<file path="src/hw/rtl/rlfs_pkg.sv">
// ----------------------------------------------------------------------------
// Ranked-list file statistics parser package
// Shared character codes, parser phases, the event that the front part
// hands to the back part, and the saturating decimal digit step.
// ----------------------------------------------------------------------------
package rlfs_pkg;

    localparam logic [7:0] CH_TAB   = 8'd9;
    localparam logic [7:0] CH_LF    = 8'd10;
    localparam logic [7:0] CH_SPACE = 8'd32;
    localparam logic [7:0] CH_HASH  = 8'd35;
    localparam logic [7:0] CH_ZERO  = 8'd48;
    localparam logic [7:0] CH_NINE  = 8'd57;
    localparam logic [7:0] CH_COLON = 8'd58;
    localparam logic [7:0] CH_UPPER_L = 8'd76;

    localparam int QCOUNT_W = 20;
    localparam logic [QCOUNT_W-1:0] QCOUNT_MAX = 20'hFFFFF;
    localparam int VAL_W = 16;
    localparam int VCOUNT_W = 8;

    localparam int EPOCH_W = 8;
    localparam logic [EPOCH_W-1:0] EPOCH_FIRST = 8'd1;
    localparam logic [EPOCH_W-1:0] EPOCH_LAST = 8'hFF;

    localparam int FIFO_DEPTH = 4;
    localparam int FIFO_PTR_W = 2;
    localparam int FIFO_CNT_W = 3;

    typedef enum logic [1:0] {
        PH_REL  = 2'd0,
        PH_QID  = 2'd1,
        PH_VOT  = 2'd2,
        PH_SKIP = 2'd3
    } phase_t;

    typedef enum logic {
        BK_CLEAR = 1'b0,
        BK_RUN   = 1'b1
    } back_state_t;

    typedef struct packed {
        logic                tok;
        logic [VAL_W-1:0]    voter;
        logic [VAL_W-1:0]    rank;
        logic                last;
        logic [QCOUNT_W-1:0] qcount;
    } event_t;

    function automatic logic [VAL_W-1:0] dec_sat16(logic [VAL_W-1:0] acc, logic [3:0] dig);
        logic [19:0] wide;
        logic [19:0] val;
        wide = {4'd0, acc};
        val = (wide << 3) + (wide << 1) + {16'd0, dig};
        return (val > 20'd65535) ? 16'hFFFF : val[VAL_W-1:0];
    endfunction

endpackage

</file>
<file path="src/hw/rtl/rlfs_if.sv">
// ----------------------------------------------------------------------------
// Ranked-list file statistics parser channels
// Valid/ready channels for text bytes in and statistics out.
// ----------------------------------------------------------------------------
interface rlfs_in_if;
    logic       valid;
    logic       ready;
    logic [7:0] data_byte;
    logic       end_of_input;

    modport source (output valid, output data_byte, output end_of_input, input ready);
    modport sink (input valid, input data_byte, input end_of_input, output ready);
endinterface

interface rlfs_out_if;
    logic        valid;
    logic        ready;
    logic [19:0] query_count;
    logic [7:0]  voter_count;
    logic [15:0] max_rank;

    modport source (output valid, output query_count, output voter_count, output max_rank,
                    input ready);
    modport sink (input valid, input query_count, input voter_count, input max_rank,
                  output ready);
endinterface

</file>
<file path="src/hw/rtl/rlfs_front.sv">
// ----------------------------------------------------------------------------
// Ranked-list file statistics parser front end
// Parses one byte per cycle while the event queue has room, tracks query runs and builds voter tokens.
// Finished tokens and the end of the text leave as events.
// ----------------------------------------------------------------------------
module rlfs_front #(
    parameter int TOPIC_BITS = 32
) (
    input  logic                clk,
    input  logic                rst_n,
    rlfs_in_if.sink             in_ch,
    input  logic                ev_full,
    output logic                ev_push,
    output rlfs_pkg::event_t    ev
);

    rlfs_pkg::phase_t            phase_reg, phase_next;
    logic                        colon_reg, colon_next;
    logic [TOPIC_BITS-1:0]       topic_reg, topic_next;
    logic [TOPIC_BITS-1:0]       prev_reg, prev_next;
    logic [rlfs_pkg::QCOUNT_W-1:0] qcnt_reg, qcnt_next;
    logic [rlfs_pkg::VAL_W-1:0]  voter_reg, voter_next;
    logic [rlfs_pkg::VAL_W-1:0]  rank_reg, rank_next;
    logic                        nonempty_reg, nonempty_next;
    logic                        last_l_reg, last_l_next;

    logic       accept;
    logic       sep;
    logic       is_dig;
    logic [7:0] b;
    logic [3:0] dig;

    assign in_ch.ready = !ev_full;
    assign accept = in_ch.valid && in_ch.ready;
    assign b = in_ch.data_byte;
    assign dig = b[3:0];
    assign sep = (b == rlfs_pkg::CH_TAB) || (b == rlfs_pkg::CH_SPACE);
    assign is_dig = b inside {[rlfs_pkg::CH_ZERO:rlfs_pkg::CH_NINE]};

    always_comb
    begin
        phase_next = phase_reg;
        colon_next = colon_reg;
        topic_next = topic_reg;
        prev_next = prev_reg;
        qcnt_next = qcnt_reg;
        voter_next = voter_reg;
        rank_next = rank_reg;
        nonempty_next = nonempty_reg;
        last_l_next = last_l_reg;
        ev = '0;
        ev_push = 1'b0;
        if (accept)
        begin
            if (b == rlfs_pkg::CH_LF)
            begin
                if (qcnt_next != '0 && topic_next != prev_next)
                begin
                    if (qcnt_next != rlfs_pkg::QCOUNT_MAX)
                    begin
                        qcnt_next = qcnt_next + 1'b1;
                    end
                    prev_next = topic_next;
                end
                colon_next = 1'b0;
                voter_next = '0;
                rank_next = '0;
                nonempty_next = 1'b0;
                last_l_next = 1'b0;
                phase_next = rlfs_pkg::PH_REL;
            end
            else
            begin
                case (phase_reg)
                    rlfs_pkg::PH_REL:
                    begin
                        if (sep)
                        begin
                            phase_next = rlfs_pkg::PH_QID;
                            topic_next = '0;
                            colon_next = 1'b0;
                        end
                    end
                    rlfs_pkg::PH_QID:
                    begin
                        if (sep)
                        begin
                            phase_next = rlfs_pkg::PH_VOT;
                            colon_next = 1'b0;
                            voter_next = '0;
                            rank_next = '0;
                            nonempty_next = 1'b0;
                            last_l_next = 1'b0;
                            if (qcnt_reg == '0)
                            begin
                                prev_next = topic_reg;
                                qcnt_next = {{(rlfs_pkg::QCOUNT_W-1){1'b0}}, 1'b1};
                            end
                        end
                        else if (b == rlfs_pkg::CH_COLON)
                        begin
                            topic_next = '0;
                            colon_next = 1'b1;
                        end
                        else if (colon_reg)
                        begin
                            if (is_dig)
                            begin
                                topic_next = (topic_reg << 3) + (topic_reg << 1)
                                           + TOPIC_BITS'(dig);
                            end
                            else
                            begin
                                colon_next = 1'b0;
                            end
                        end
                    end
                    rlfs_pkg::PH_VOT:
                    begin
                        if (b == rlfs_pkg::CH_HASH || b == rlfs_pkg::CH_SPACE)
                        begin
                            ev.tok = nonempty_reg && !last_l_reg;
                            ev.voter = voter_reg;
                            ev.rank = rank_reg;
                            colon_next = 1'b0;
                            voter_next = '0;
                            rank_next = '0;
                            nonempty_next = 1'b0;
                            last_l_next = 1'b0;
                            if (b == rlfs_pkg::CH_HASH)
                            begin
                                phase_next = rlfs_pkg::PH_SKIP;
                            end
                        end
                        else
                        begin
                            nonempty_next = 1'b1;
                            last_l_next = (b == rlfs_pkg::CH_UPPER_L);
                            if (b == rlfs_pkg::CH_COLON)
                            begin
                                if (!colon_reg)
                                begin
                                    colon_next = 1'b1;
                                end
                                else
                                begin
                                    rank_next = '0;
                                end
                            end
                            else if (is_dig)
                            begin
                                if (colon_reg)
                                begin
                                    rank_next = rlfs_pkg::dec_sat16(rank_reg, dig);
                                end
                                else
                                begin
                                    voter_next = rlfs_pkg::dec_sat16(voter_reg, dig);
                                end
                            end
                        end
                    end
                    default:
                    begin
                    end
                endcase
            end

            if (in_ch.end_of_input)
            begin
                if (qcnt_next != '0 && topic_next != prev_next)
                begin
                    if (qcnt_next != rlfs_pkg::QCOUNT_MAX)
                    begin
                        qcnt_next = qcnt_next + 1'b1;
                    end
                end
                ev.last = 1'b1;
                ev.qcount = qcnt_next;
                phase_next = rlfs_pkg::PH_REL;
                colon_next = 1'b0;
                topic_next = '0;
                prev_next = '0;
                qcnt_next = '0;
                voter_next = '0;
                rank_next = '0;
                nonempty_next = 1'b0;
                last_l_next = 1'b0;
            end
            ev_push = ev.tok || ev.last;
        end
    end

    always_ff @(posedge clk or negedge rst_n)
    begin
        if (!rst_n)
        begin
            phase_reg <= rlfs_pkg::PH_REL;
            colon_reg <= 1'b0;
            topic_reg <= '0;
            prev_reg <= '0;
            qcnt_reg <= '0;
            voter_reg <= '0;
            rank_reg <= '0;
            nonempty_reg <= 1'b0;
            last_l_reg <= 1'b0;
        end
        else
        begin
            phase_reg <= phase_next;
            colon_reg <= colon_next;
            topic_reg <= topic_next;
            prev_reg <= prev_next;
            qcnt_reg <= qcnt_next;
            voter_reg <= voter_next;
            rank_reg <= rank_next;
            nonempty_reg <= nonempty_next;
            last_l_reg <= last_l_next;
        end
    end

endmodule

</file>
<file path="src/hw/rtl/rlfs_fifo.sv">
// ----------------------------------------------------------------------------
// Ranked-list file statistics parser event queue
// Short first-in first-out queue of events between front and back parts.
// ----------------------------------------------------------------------------
module rlfs_fifo (
    input  logic             clk,
    input  logic             rst_n,
    input  logic             push,
    input  rlfs_pkg::event_t push_data,
    output logic             full,
    input  logic             pop,
    output logic             not_empty,
    output rlfs_pkg::event_t pop_data
);

    rlfs_pkg::event_t                  store_reg [rlfs_pkg::FIFO_DEPTH];
    logic [rlfs_pkg::FIFO_PTR_W-1:0]   wr_ptr_reg, wr_ptr_next;
    logic [rlfs_pkg::FIFO_PTR_W-1:0]   rd_ptr_reg, rd_ptr_next;
    logic [rlfs_pkg::FIFO_CNT_W-1:0]   count_reg, count_next;
    logic                              do_push;
    logic                              do_pop;

    assign full = (count_reg == rlfs_pkg::FIFO_CNT_W'(rlfs_pkg::FIFO_DEPTH));
    assign not_empty = (count_reg != '0);
    assign pop_data = store_reg[rd_ptr_reg];
    assign do_push = push && !full;
    assign do_pop = pop && not_empty;

    always_comb
    begin
        wr_ptr_next = wr_ptr_reg + rlfs_pkg::FIFO_PTR_W'(do_push);
        rd_ptr_next = rd_ptr_reg + rlfs_pkg::FIFO_PTR_W'(do_pop);
        count_next = count_reg + rlfs_pkg::FIFO_CNT_W'(do_push)
                   - rlfs_pkg::FIFO_CNT_W'(do_pop);
    end

    always_ff @(posedge clk or negedge rst_n)
    begin
        if (!rst_n)
        begin
            wr_ptr_reg <= '0;
            rd_ptr_reg <= '0;
            count_reg <= '0;
        end
        else
        begin
            wr_ptr_reg <= wr_ptr_next;
            rd_ptr_reg <= rd_ptr_next;
            count_reg <= count_next;
        end
    end

    always_ff @(posedge clk)
    begin
        if (do_push)
        begin
            store_reg[wr_ptr_reg] <= push_data;
        end
    end

endmodule

</file>
<file path="src/hw/rtl/rlfs_back.sv">
// ----------------------------------------------------------------------------
// Ranked-list file statistics parser back end
// Marks voters in an epoch-tagged map, tracks the largest rank and
// issues the statistics at the end of each text.
// ----------------------------------------------------------------------------
module rlfs_back #(
    parameter int MAX_VOTERS = 128
) (
    input  logic             clk,
    input  logic             rst_n,
    input  logic             ev_valid,
    input  rlfs_pkg::event_t ev,
    output logic             ev_pop,
    rlfs_out_if.source       out_ch
);

    localparam int ADDR_W = (MAX_VOTERS > 1) ? $clog2(MAX_VOTERS) : 1;
    localparam int CNT_W = $clog2(MAX_VOTERS + 1);
    localparam logic [ADDR_W-1:0] LAST_ADDR = ADDR_W'(MAX_VOTERS - 1);

    logic [rlfs_pkg::EPOCH_W-1:0] tag_mem [MAX_VOTERS];

    rlfs_pkg::back_state_t        state_reg, state_next;
    logic [ADDR_W-1:0]            clr_addr_reg, clr_addr_next;
    logic [rlfs_pkg::EPOCH_W-1:0] epoch_reg, epoch_next;
    logic                         s1_valid_reg, s1_valid_next;
    rlfs_pkg::event_t             s1_ev_reg;
    logic [ADDR_W-1:0]            s1_idx_reg;
    logic                         s1_inrange_reg;
    logic [rlfs_pkg::EPOCH_W-1:0] rd_tag_reg;
    logic                         hazard_reg, hazard_next;
    logic [CNT_W-1:0]             cnt_reg, cnt_next;
    logic [rlfs_pkg::VAL_W-1:0]   max_reg, max_next;
    logic                         out_valid_reg, out_valid_next;
    logic [rlfs_pkg::QCOUNT_W-1:0] out_q_reg;
    logic [rlfs_pkg::VCOUNT_W-1:0] out_v_reg;
    logic [rlfs_pkg::VAL_W-1:0]   out_m_reg;

    logic                         out_free;
    logic                         s1_go;
    logic                         epoch_wrap;
    logic                         new_inrange;
    logic [ADDR_W-1:0]            new_idx;
    logic                         seen;
    logic                         count_it;
    logic [CNT_W-1:0]             cnt_upd;
    logic [rlfs_pkg::VAL_W-1:0]   max_upd;
    logic [15:0]                  cnt_wide;
    logic                         mem_we;
    logic [ADDR_W-1:0]            mem_addr;
    logic [rlfs_pkg::EPOCH_W-1:0] mem_wdata;

    assign out_ch.valid = out_valid_reg;
    assign out_ch.query_count = out_q_reg;
    assign out_ch.voter_count = out_v_reg;
    assign out_ch.max_rank = out_m_reg;

    assign out_free = !out_valid_reg || out_ch.ready;
    assign s1_go = s1_valid_reg && (!s1_ev_reg.last || out_free);
    assign epoch_wrap = s1_go && s1_ev_reg.last && (epoch_reg == rlfs_pkg::EPOCH_LAST);
    assign ev_pop = ev_valid && (state_reg == rlfs_pkg::BK_RUN) && (!s1_valid_reg || s1_go)
                  && !epoch_wrap;
    assign new_inrange = (ev.voter != '0) && (ev.voter <= rlfs_pkg::VAL_W'(MAX_VOTERS));
    assign new_idx = ADDR_W'(ev.voter - 16'd1);

    assign seen = hazard_reg || (rd_tag_reg == epoch_reg);
    assign count_it = s1_go && s1_ev_reg.tok && s1_inrange_reg && !seen;
    assign cnt_upd = cnt_reg + CNT_W'(count_it);
    assign max_upd = (s1_go && s1_ev_reg.tok && s1_ev_reg.rank > max_reg)
                   ? s1_ev_reg.rank : max_reg;
    assign cnt_wide = 16'(cnt_upd);

    assign mem_we = (state_reg == rlfs_pkg::BK_CLEAR) || count_it;
    assign mem_addr = (state_reg == rlfs_pkg::BK_CLEAR) ? clr_addr_reg : s1_idx_reg;
    assign mem_wdata = (state_reg == rlfs_pkg::BK_CLEAR) ? '0 : epoch_reg;

    always_comb
    begin
        state_next = state_reg;
        clr_addr_next = clr_addr_reg;
        epoch_next = epoch_reg;
        cnt_next = cnt_upd;
        max_next = max_upd;
        s1_valid_next = ev_pop || (s1_valid_reg && !s1_go);
        hazard_next = ev_pop ? (count_it && new_inrange && (new_idx == s1_idx_reg)
                                && !s1_ev_reg.last)
                             : hazard_reg;
        out_valid_next = out_valid_reg && !out_ch.ready;
        case (state_reg)
            rlfs_pkg::BK_CLEAR:
            begin
                if (clr_addr_reg == LAST_ADDR)
                begin
                    clr_addr_next = '0;
                    state_next = rlfs_pkg::BK_RUN;
                end
                else
                begin
                    clr_addr_next = clr_addr_reg + 1'b1;
                end
            end
            rlfs_pkg::BK_RUN:
            begin
                if (s1_go && s1_ev_reg.last)
                begin
                    out_valid_next = 1'b1;
                    cnt_next = '0;
                    max_next = '0;
                    if (epoch_reg == rlfs_pkg::EPOCH_LAST)
                    begin
                        epoch_next = rlfs_pkg::EPOCH_FIRST;
                        state_next = rlfs_pkg::BK_CLEAR;
                    end
                    else
                    begin
                        epoch_next = epoch_reg + 1'b1;
                    end
                end
            end
            default:
            begin
                state_next = rlfs_pkg::BK_CLEAR;
            end
        endcase
    end

    always_ff @(posedge clk or negedge rst_n)
    begin
        if (!rst_n)
        begin
            state_reg <= rlfs_pkg::BK_CLEAR;
            clr_addr_reg <= '0;
            epoch_reg <= rlfs_pkg::EPOCH_FIRST;
            s1_valid_reg <= 1'b0;
            hazard_reg <= 1'b0;
            cnt_reg <= '0;
            max_reg <= '0;
            out_valid_reg <= 1'b0;
        end
        else
        begin
            state_reg <= state_next;
            clr_addr_reg <= clr_addr_next;
            epoch_reg <= epoch_next;
            s1_valid_reg <= s1_valid_next;
            hazard_reg <= hazard_next;
            cnt_reg <= cnt_next;
            max_reg <= max_next;
            out_valid_reg <= out_valid_next;
        end
    end

    always_ff @(posedge clk)
    begin
        if (ev_pop)
        begin
            s1_ev_reg <= ev;
            s1_idx_reg <= new_idx;
            s1_inrange_reg <= new_inrange;
        end
        if (s1_go && s1_ev_reg.last)
        begin
            out_q_reg <= s1_ev_reg.qcount;
            out_v_reg <= (cnt_wide > 16'd255) ? 8'hFF : cnt_wide[7:0];
            out_m_reg <= max_upd;
        end
    end

    always_ff @(posedge clk)
    begin
        if (ev_pop && new_inrange)
        begin
            rd_tag_reg <= tag_mem[new_idx];
        end
        if (mem_we)
        begin
            tag_mem[mem_addr] <= mem_wdata;
        end
    end

endmodule

</file>
<file path="src/hw/rtl/ranked_list_file_stats_parser_core.sv">
// Throughput: one text byte per cycle; the byte channel stalls only when the event queue is full.
// The end event of a text passes through the event queue and the back end stage register; the
// statistics item is then registered at the output. Reset clears the parser's control state,
// then the voter map is swept. The same sweep runs after every 255th text when the map epoch
// wraps; bytes are still taken while it runs, until the event queue is full.
// ----------------------------------------------------------------------------
// Ranked-list file statistics parser
// Front end parses bytes, a short queue carries token and end events, and
// the back end counts distinct voters and the largest rank.
// ----------------------------------------------------------------------------
module ranked_list_file_stats_parser_core #(
    parameter int MAX_VOTERS = 128,
    parameter int TOPIC_BITS = 32
) (
    input  logic       clk,
    input  logic       rst_n,
    rlfs_in_if.sink    in_ch,
    rlfs_out_if.source out_ch
);

    logic             push;
    logic             full;
    logic             pop;
    logic             not_empty;
    rlfs_pkg::event_t push_ev;
    rlfs_pkg::event_t pop_ev;

    rlfs_front #(
        .TOPIC_BITS (TOPIC_BITS)
    ) u_front (
        .clk     (clk),
        .rst_n   (rst_n),
        .in_ch   (in_ch),
        .ev_full (full),
        .ev_push (push),
        .ev      (push_ev)
    );

    rlfs_fifo u_fifo (
        .clk       (clk),
        .rst_n     (rst_n),
        .push      (push),
        .push_data (push_ev),
        .full      (full),
        .pop       (pop),
        .not_empty (not_empty),
        .pop_data  (pop_ev)
    );

    rlfs_back #(
        .MAX_VOTERS (MAX_VOTERS)
    ) u_back (
        .clk      (clk),
        .rst_n    (rst_n),
        .ev_valid (not_empty),
        .ev       (pop_ev),
        .ev_pop   (pop),
        .out_ch   (out_ch)
    );

endmodule

</file>
<file path="src/flat_wrapper.sv">
// flat-port wrapper written by rule: the top's interface ports become plain ports
module ranked_list_file_stats_parser_core_flat 
#(
    parameter int MAX_VOTERS = 128,
    parameter int TOPIC_BITS = 32
)
  (clk, rst_n, in_ch_valid, in_ch_data_byte, in_ch_end_of_input, in_ch_ready, out_ch_valid, out_ch_query_count, out_ch_voter_count, out_ch_max_rank, out_ch_ready);
  rlfs_in_if in_ch_i ();
  rlfs_out_if out_ch_i ();
  input  logic clk;
  input  logic rst_n;
  input wire logic [$bits(in_ch_i.valid)-1:0] in_ch_valid;
  input wire logic [$bits(in_ch_i.data_byte)-1:0] in_ch_data_byte;
  input wire logic [$bits(in_ch_i.end_of_input)-1:0] in_ch_end_of_input;
  output wire logic [$bits(in_ch_i.ready)-1:0] in_ch_ready;
  output wire logic [$bits(out_ch_i.valid)-1:0] out_ch_valid;
  output wire logic [$bits(out_ch_i.query_count)-1:0] out_ch_query_count;
  output wire logic [$bits(out_ch_i.voter_count)-1:0] out_ch_voter_count;
  output wire logic [$bits(out_ch_i.max_rank)-1:0] out_ch_max_rank;
  input wire logic [$bits(out_ch_i.ready)-1:0] out_ch_ready;
  assign in_ch_i.valid = in_ch_valid;
  assign in_ch_i.data_byte = in_ch_data_byte;
  assign in_ch_i.end_of_input = in_ch_end_of_input;
  assign in_ch_ready = in_ch_i.ready;
  assign out_ch_valid = out_ch_i.valid;
  assign out_ch_query_count = out_ch_i.query_count;
  assign out_ch_voter_count = out_ch_i.voter_count;
  assign out_ch_max_rank = out_ch_i.max_rank;
  assign out_ch_i.ready = out_ch_ready;
  ranked_list_file_stats_parser_core #(.MAX_VOTERS(MAX_VOTERS), .TOPIC_BITS(TOPIC_BITS)) u_core (.clk(clk), .rst_n(rst_n), .in_ch(in_ch_i), .out_ch(out_ch_i));
endmodule
</file>
<file path="config.mk">
export PLATFORM = sky130hd
export DESIGN_NAME = ranked_list_file_stats_parser_core_flat
export DESIGN_NICKNAME = d
export VERILOG_FILES = /design/src/hw/rtl/rlfs_pkg.sv /design/src/hw/rtl/rlfs_if.sv /design/src/hw/rtl/rlfs_front.sv /design/src/hw/rtl/rlfs_fifo.sv /design/src/hw/rtl/rlfs_back.sv /design/src/hw/rtl/ranked_list_file_stats_parser_core.sv /design/src/flat_wrapper.sv
export SDC_FILE = /design/constraint.sdc
export NUM_CORES = 2
export LEC_CHECK = 0
export BUFFER_PORTS_ARGS = -buffer_cell sky130_fd_sc_hd__clkbuf_2
export CELL_PAD_IN_SITES_DETAIL_PLACEMENT = 1
export CELL_PAD_IN_SITES_GLOBAL_PLACEMENT = 1
export CORE_ASPECT_RATIO = 1.5
export CORE_MARGIN = 1.5
export CORE_UTILIZATION = 46
export DETAILED_ROUTE_END_ITERATION = 7
export PLACE_DENSITY_LB_ADDON = 0.1
export SLEW_MARGIN = 20
export SYNTH_ARGS = -nofsm -noshare
export SYNTH_HDL_FRONTEND = slang
export SYNTH_SLANG_ARGS = --single-unit
</file>
<file path="constraint.sdc">
create_clock -name clk -period 11.9 [get_ports clk]
set_input_delay 0 -clock clk [delete_from_list [all_inputs] [get_ports clk]]
set_output_delay 0 -clock clk [all_outputs]
set_load 0.01 [all_outputs]
</file>
==> reports/qor.json <==
{
  "finish": {
    "drive_gt1_frac": 0.206,
    "final_net_count": 4115,
    "n_fill_cell": 13100,
    "largest_reg_flops": 1024,
    "area.growth.synth_to_final_pct": 11.8
  },
  "placement": {
    "half_perimeter_wire_length_of_the_detailed_placement_result_um": 112000,
    "gp_congestion": 0.816,
    "numPortBuffers": 58
  },
  "sta": {
    "fin_hold_ws_ps": 99.8,
    "hold_viol": 0,
    "finalCritPeriodShare": 0.546,
    "finalSetupTns_ps": 0,
    "unrepaired_setup_endpoints_after_global_routing": "false",
    "final_period_minus_worst_setup_slack_ps": 6490,
    "setup_viol_count_final": 0,
    "timing.fmax_ghz": 0.154,
    "skew_ps": 25.0,
    "tightest_slew_ps": 1280,
    "report.final.slew_viol_count": 0,
    "timing.slew.headroom": 0.133
  },
  "worst_setup_path": {
    "worst-endpoint-arrival_ps": 7030,
    "cp_capture_type": "flip-flop",
    "r2r_start": "u_core.u_front.topic_reg[1]",
    "reg2reg_setup_slack_ps": 5410,
    "timing.critical_path.slowest_cell_delay_ps": 1190,
    "path_max_fanout": 8,
    "crit_path_top_delay_cell": "o41ai_1",
    "critPathLaunchType": "flip-flop",
    "regToRegEndpoint": "u_core.u_fifo.store_reg[1][2]",
    "path_common_cell": "ha_1",
    "critPathTopFamily": "compound AO/OA/AOI/OAI gates",
    "worstPathRequired_ps": 12440,
    "crit_path_cell_trace": "ha_1 -> ha_1 -> inv_1 -> fa_1 -> nor2b_1 -> o31a_1 -> o221a_2 -> a21boi_0 -> o41ai_1 -> a311oi_1 -> mux2i_1 -> nor3_1 -> a2111oi_0 -> buf_4 -> nand3_1 -> nand4_1 -> nor3b_1",
    "crit_buf_inv": 2,
    "reg2regPathDepth": 17,
    "worst_setup_path_startpoint": "u_core.u_front.topic_reg[1]",
    "worst-setup-path-type": "flip-flop to flip-flop"
  },
  "synthesis": {
    "dominantRegCellSynth": "edfxtp_1",
    "yosys.area.top_type_share": 0.616,
    "synth_simple_gate_area_frac": 0.0615,
    "synth_fp_nets": 3995,
    "synth_top_family_by_area": "multiplexers",
    "synth_adder_area_share": 0.0313,
    "postSynth.asyncResetShare": 0.113,
    "ys_top_cells_by_area": "edfxtp_1 62%, mux4_2 13%, dfrtp_1 6.5%",
    "synthesis.instances": 3823,
    "synth.mux.area_fraction": 0.140,
    "ys_seq_elements": 1509,
    "synth.cell_area_sq_um": 65300,
    "synthesis.area_per_instance_sq_um": 17.1,
    "synth_sequential_area_ratio": 0.681,
    "synthXorXnorAreaFrac": 0.0187,
    "yosys_warnings": 0,
    "post_synthesis_compound_gate_area_fraction": 0.0508,
    "synth-edff-count": 1338,
    "post_synth_num_cell_types": 95,
    "cell_taking_the_most_area_after_synthesis": "edfxtp_1"
  },
  "global_route": {
    "grt_max_degree": 115,
    "grtUsageMet2": 0.445,
    "grt_pass1_wl_um": 255000,
    "met3_usage": 0.0306,
    "via_count_of_the_first_global_routing_pass": 37500,
    "initial_antenna_violation_count": 1,
    "grt_use_total": 0.241,
    "gr-max-usage-layer": "met2",
    "grtUsageMet1": 0.288,
    "grt_overflow": 0
  },
  "clock_network": {
    "htree_num_levels": 4,
    "tritoncts_clock_tree": "built",
    "cts.sink_count": 1509,
    "cts_buffer_depth": 3,
    "cts-buffers-inserted": 145,
    "clk_transition_reported_paths_ps": 60,
    "clk_root_buffer_cell": "clkbuf_16",
    "clk-insertion-delay-late_ps": 790
  },
  "hold_path": {
    "min-delay-start": "in_ch_data_byte[2]",
    "hold-path-cell-count": 5,
    "hp-class": "primary input to flip-flop",
    "timing.hold.worst_endpoint": "u_core.u_front.voter_reg[2]"
  },
  "floorplan": {
    "fp.dieW_um": 311,
    "design.die.area_sq_um": 144000,
    "design.portCount": 59,
    "die_h_um": 464,
    "floorplan.initialDensity": 0.463,
    "placement_rows": 169,
    "core_region_area_sq_um": 141000
  },
  "pwr": {
    "power.density_cell_area_nw_per_um2": 158,
    "peak_supply_drop_mv": 0.129,
    "p_leak_uw": 0.0253
  },
  "drt": {
    "detailedRoute.firstPassIterationCount": 5,
    "via_per_inst": 5.90,
    "avgRoutedWirePerCell_um": 28.7,
    "drc": 0,
    "drtIter0Drc": 2314,
    "wirelength_um": 171000,
    "route.antenna.remaining_nets": 0,
    "detailroute.via_count": 35100
  },
  "run_status": {
    "run_status": "finished, final reports clean"
  },
  "run": {
    "max_capacitance_violation_count": 0
  }
}
[power breakdown]
group	internal, uW	total [uW]	leakage [uW]	switching (uW)
Sequential	5820	5900	0.0153	81.6
Clock	2630	4680	0.00231	2040
Combinational	324	960	0.00770	636
Total	8770	11500	0.0253	2760
[tightest hold or removal path: cells and delay by family]
family,cells,cell delay [ps]
simple gates,1,40
fa+ha+maj,2,350
buf+inv,1,310
compound gates,1,130
[routing by layer]
metal | wire [um] | part of all wire
met1 | 65600 | 0.38
met2 | 93600 | 0.55
met3 | 5700 | 0.033
met4 | 5920 | 0.035
met5 | 0 | 0
[cell usage in the layout (no fill, tap or decap), types with 33 or more instances in the layout]
| cell type | Yosys | layout |
|---|---|---|
| edfxtp_1 | 1338 | 1338 |
| buf_4 | 2 | 80 |
| a22oi_1 | 41 | 41 |
| o21ai_0 | 137 | 135 |
| mux2_2 | 33 | 33 |
| nand3_1 | 51 | 50 |
| ha_1 | 152 | 152 |
| clkbuf_1 | 137 | 37 |
| nor2_1 | 210 | 197 |
| xor2_1 | 44 | 41 |
| clkbuf_2 | 0 | 57 |
| nor3_1 | 52 | 49 |
| mux4_2 | 381 | 381 |
| and2_1 | 76 | 68 |
| clkbuf_16 | 0 | 149 |
| inv_1 | 88 | 87 |
| nand4_1 | 38 | 38 |
| xnor2_1 | 95 | 94 |
| nand2_1 | 216 | 215 |
| dfrtp_1 | 170 | 168 |
| a21oi_1 | 101 | 101 |
[final cells by class]
type                    instances  area [sq um]  share of cell area
diodes                          1          2.50           0.0000343
multi-input cells            2043         19900               0.273
repair buffers                155          1120              0.0153
clock buffers                 191          3940              0.0540
well taps                    1881          2350              0.0323
clock inverters                76           803              0.0110
flip-flops and latches       1509         44500               0.610
inverters                      89           344             0.00472
[how the worst max path moves through the flow]
| stage | endpoint | slack (ps) | cells past startpoint |
|---|---|---|---|
| 2_1_floorplan | u_core.u_fifo.store_reg[1][0] | 5830 | 7 |
| 3_5_place_dp | u_core.u_back.rd_tag_reg[2] | 5380 | 9 |
| 4_1_cts | u_core.u_back.rd_tag_reg[2] | 5370 | 9 |
| 3_3_place_gp | u_core.u_back.rd_tag_reg[2] | 5310 | 10 |
| 5_1_grt | u_core.u_back.rd_tag_reg[2] | 5000 | 10 |
| 6_report | u_core.u_fifo.store_reg[1][2] | 5410 | 17 |
[what timing repair did]
action | 4_1_cts | 5_1_grt
hold buffers | 14 | 0
endpoints found under the hold margin | 194 | 0
buffers inserted | 0 | 0
resized for setup | 0 | 0
[logic make-up after synthesis]
| logic type | Yosys count |
|---|---|
| adder cells (fa/ha/maj) | 159 |
| AO/OA/AOI/OAI | 504 |
| multiplexers | 433 |
| buffers and inverters | 271 |
| flip-flops | 1509 |
| XOR/XNOR | 139 |
| AND/OR/NAND/NOR | 808 |
[synth_stat cells (7+ instances only)]
cell / number
o32ai_1: 7
nand2b_1: 19
and2_1: 76
a21boi_0: 13
clkbuf_1: 137
o211ai_1: 11
a21o_1: 25
nor2b_1: 17
o21ai_0: 137
nand2_1: 216
ha_1: 152
a21oi_1: 101
o22ai_1: 18
a22oi_1: 41
mux2i_1: 19
o31ai_1: 17
o21a_1: 22
or2_2: 7
dfrtp_1: 170
xnor2_1: 95
fa_1: 7
and4_1: 9
mux4_2: 381
mux2_2: 33
a211o_1: 7
nor3_1: 52
nor2_1: 210
and3_1: 21
nor4_1: 28
buf_2: 10
a22o_1: 16
o31a_1: 9
edfxtp_1: 1338
or3_1: 9
or4_1: 18
inv_1: 88
a211oi_1: 7
buf_1: 29
a31oi_1: 10
nand3_1: 51
xor2_1: 44
nand4_1: 38
[through the flow]
step | total power (uW) | instances | worst slack, ps | util | area (sq um)
global route | 11900 | 5945 | 5000 | 0.517 | 72900
CTS | 11700 | 5943 | 5370 | 0.517 | 72900
finish | 11500 | 5945 | 5410 | 0.517 | 72900
global placement | 6970 | 5662 | 5310 | 0.482 | 68000
floorplan | 6660 | 3823 | 5830 | - | 65300
detailed placement | 6980 | 5662 | 5380 | 0.482 | 68000
Power figures use the tool's default switching activity.
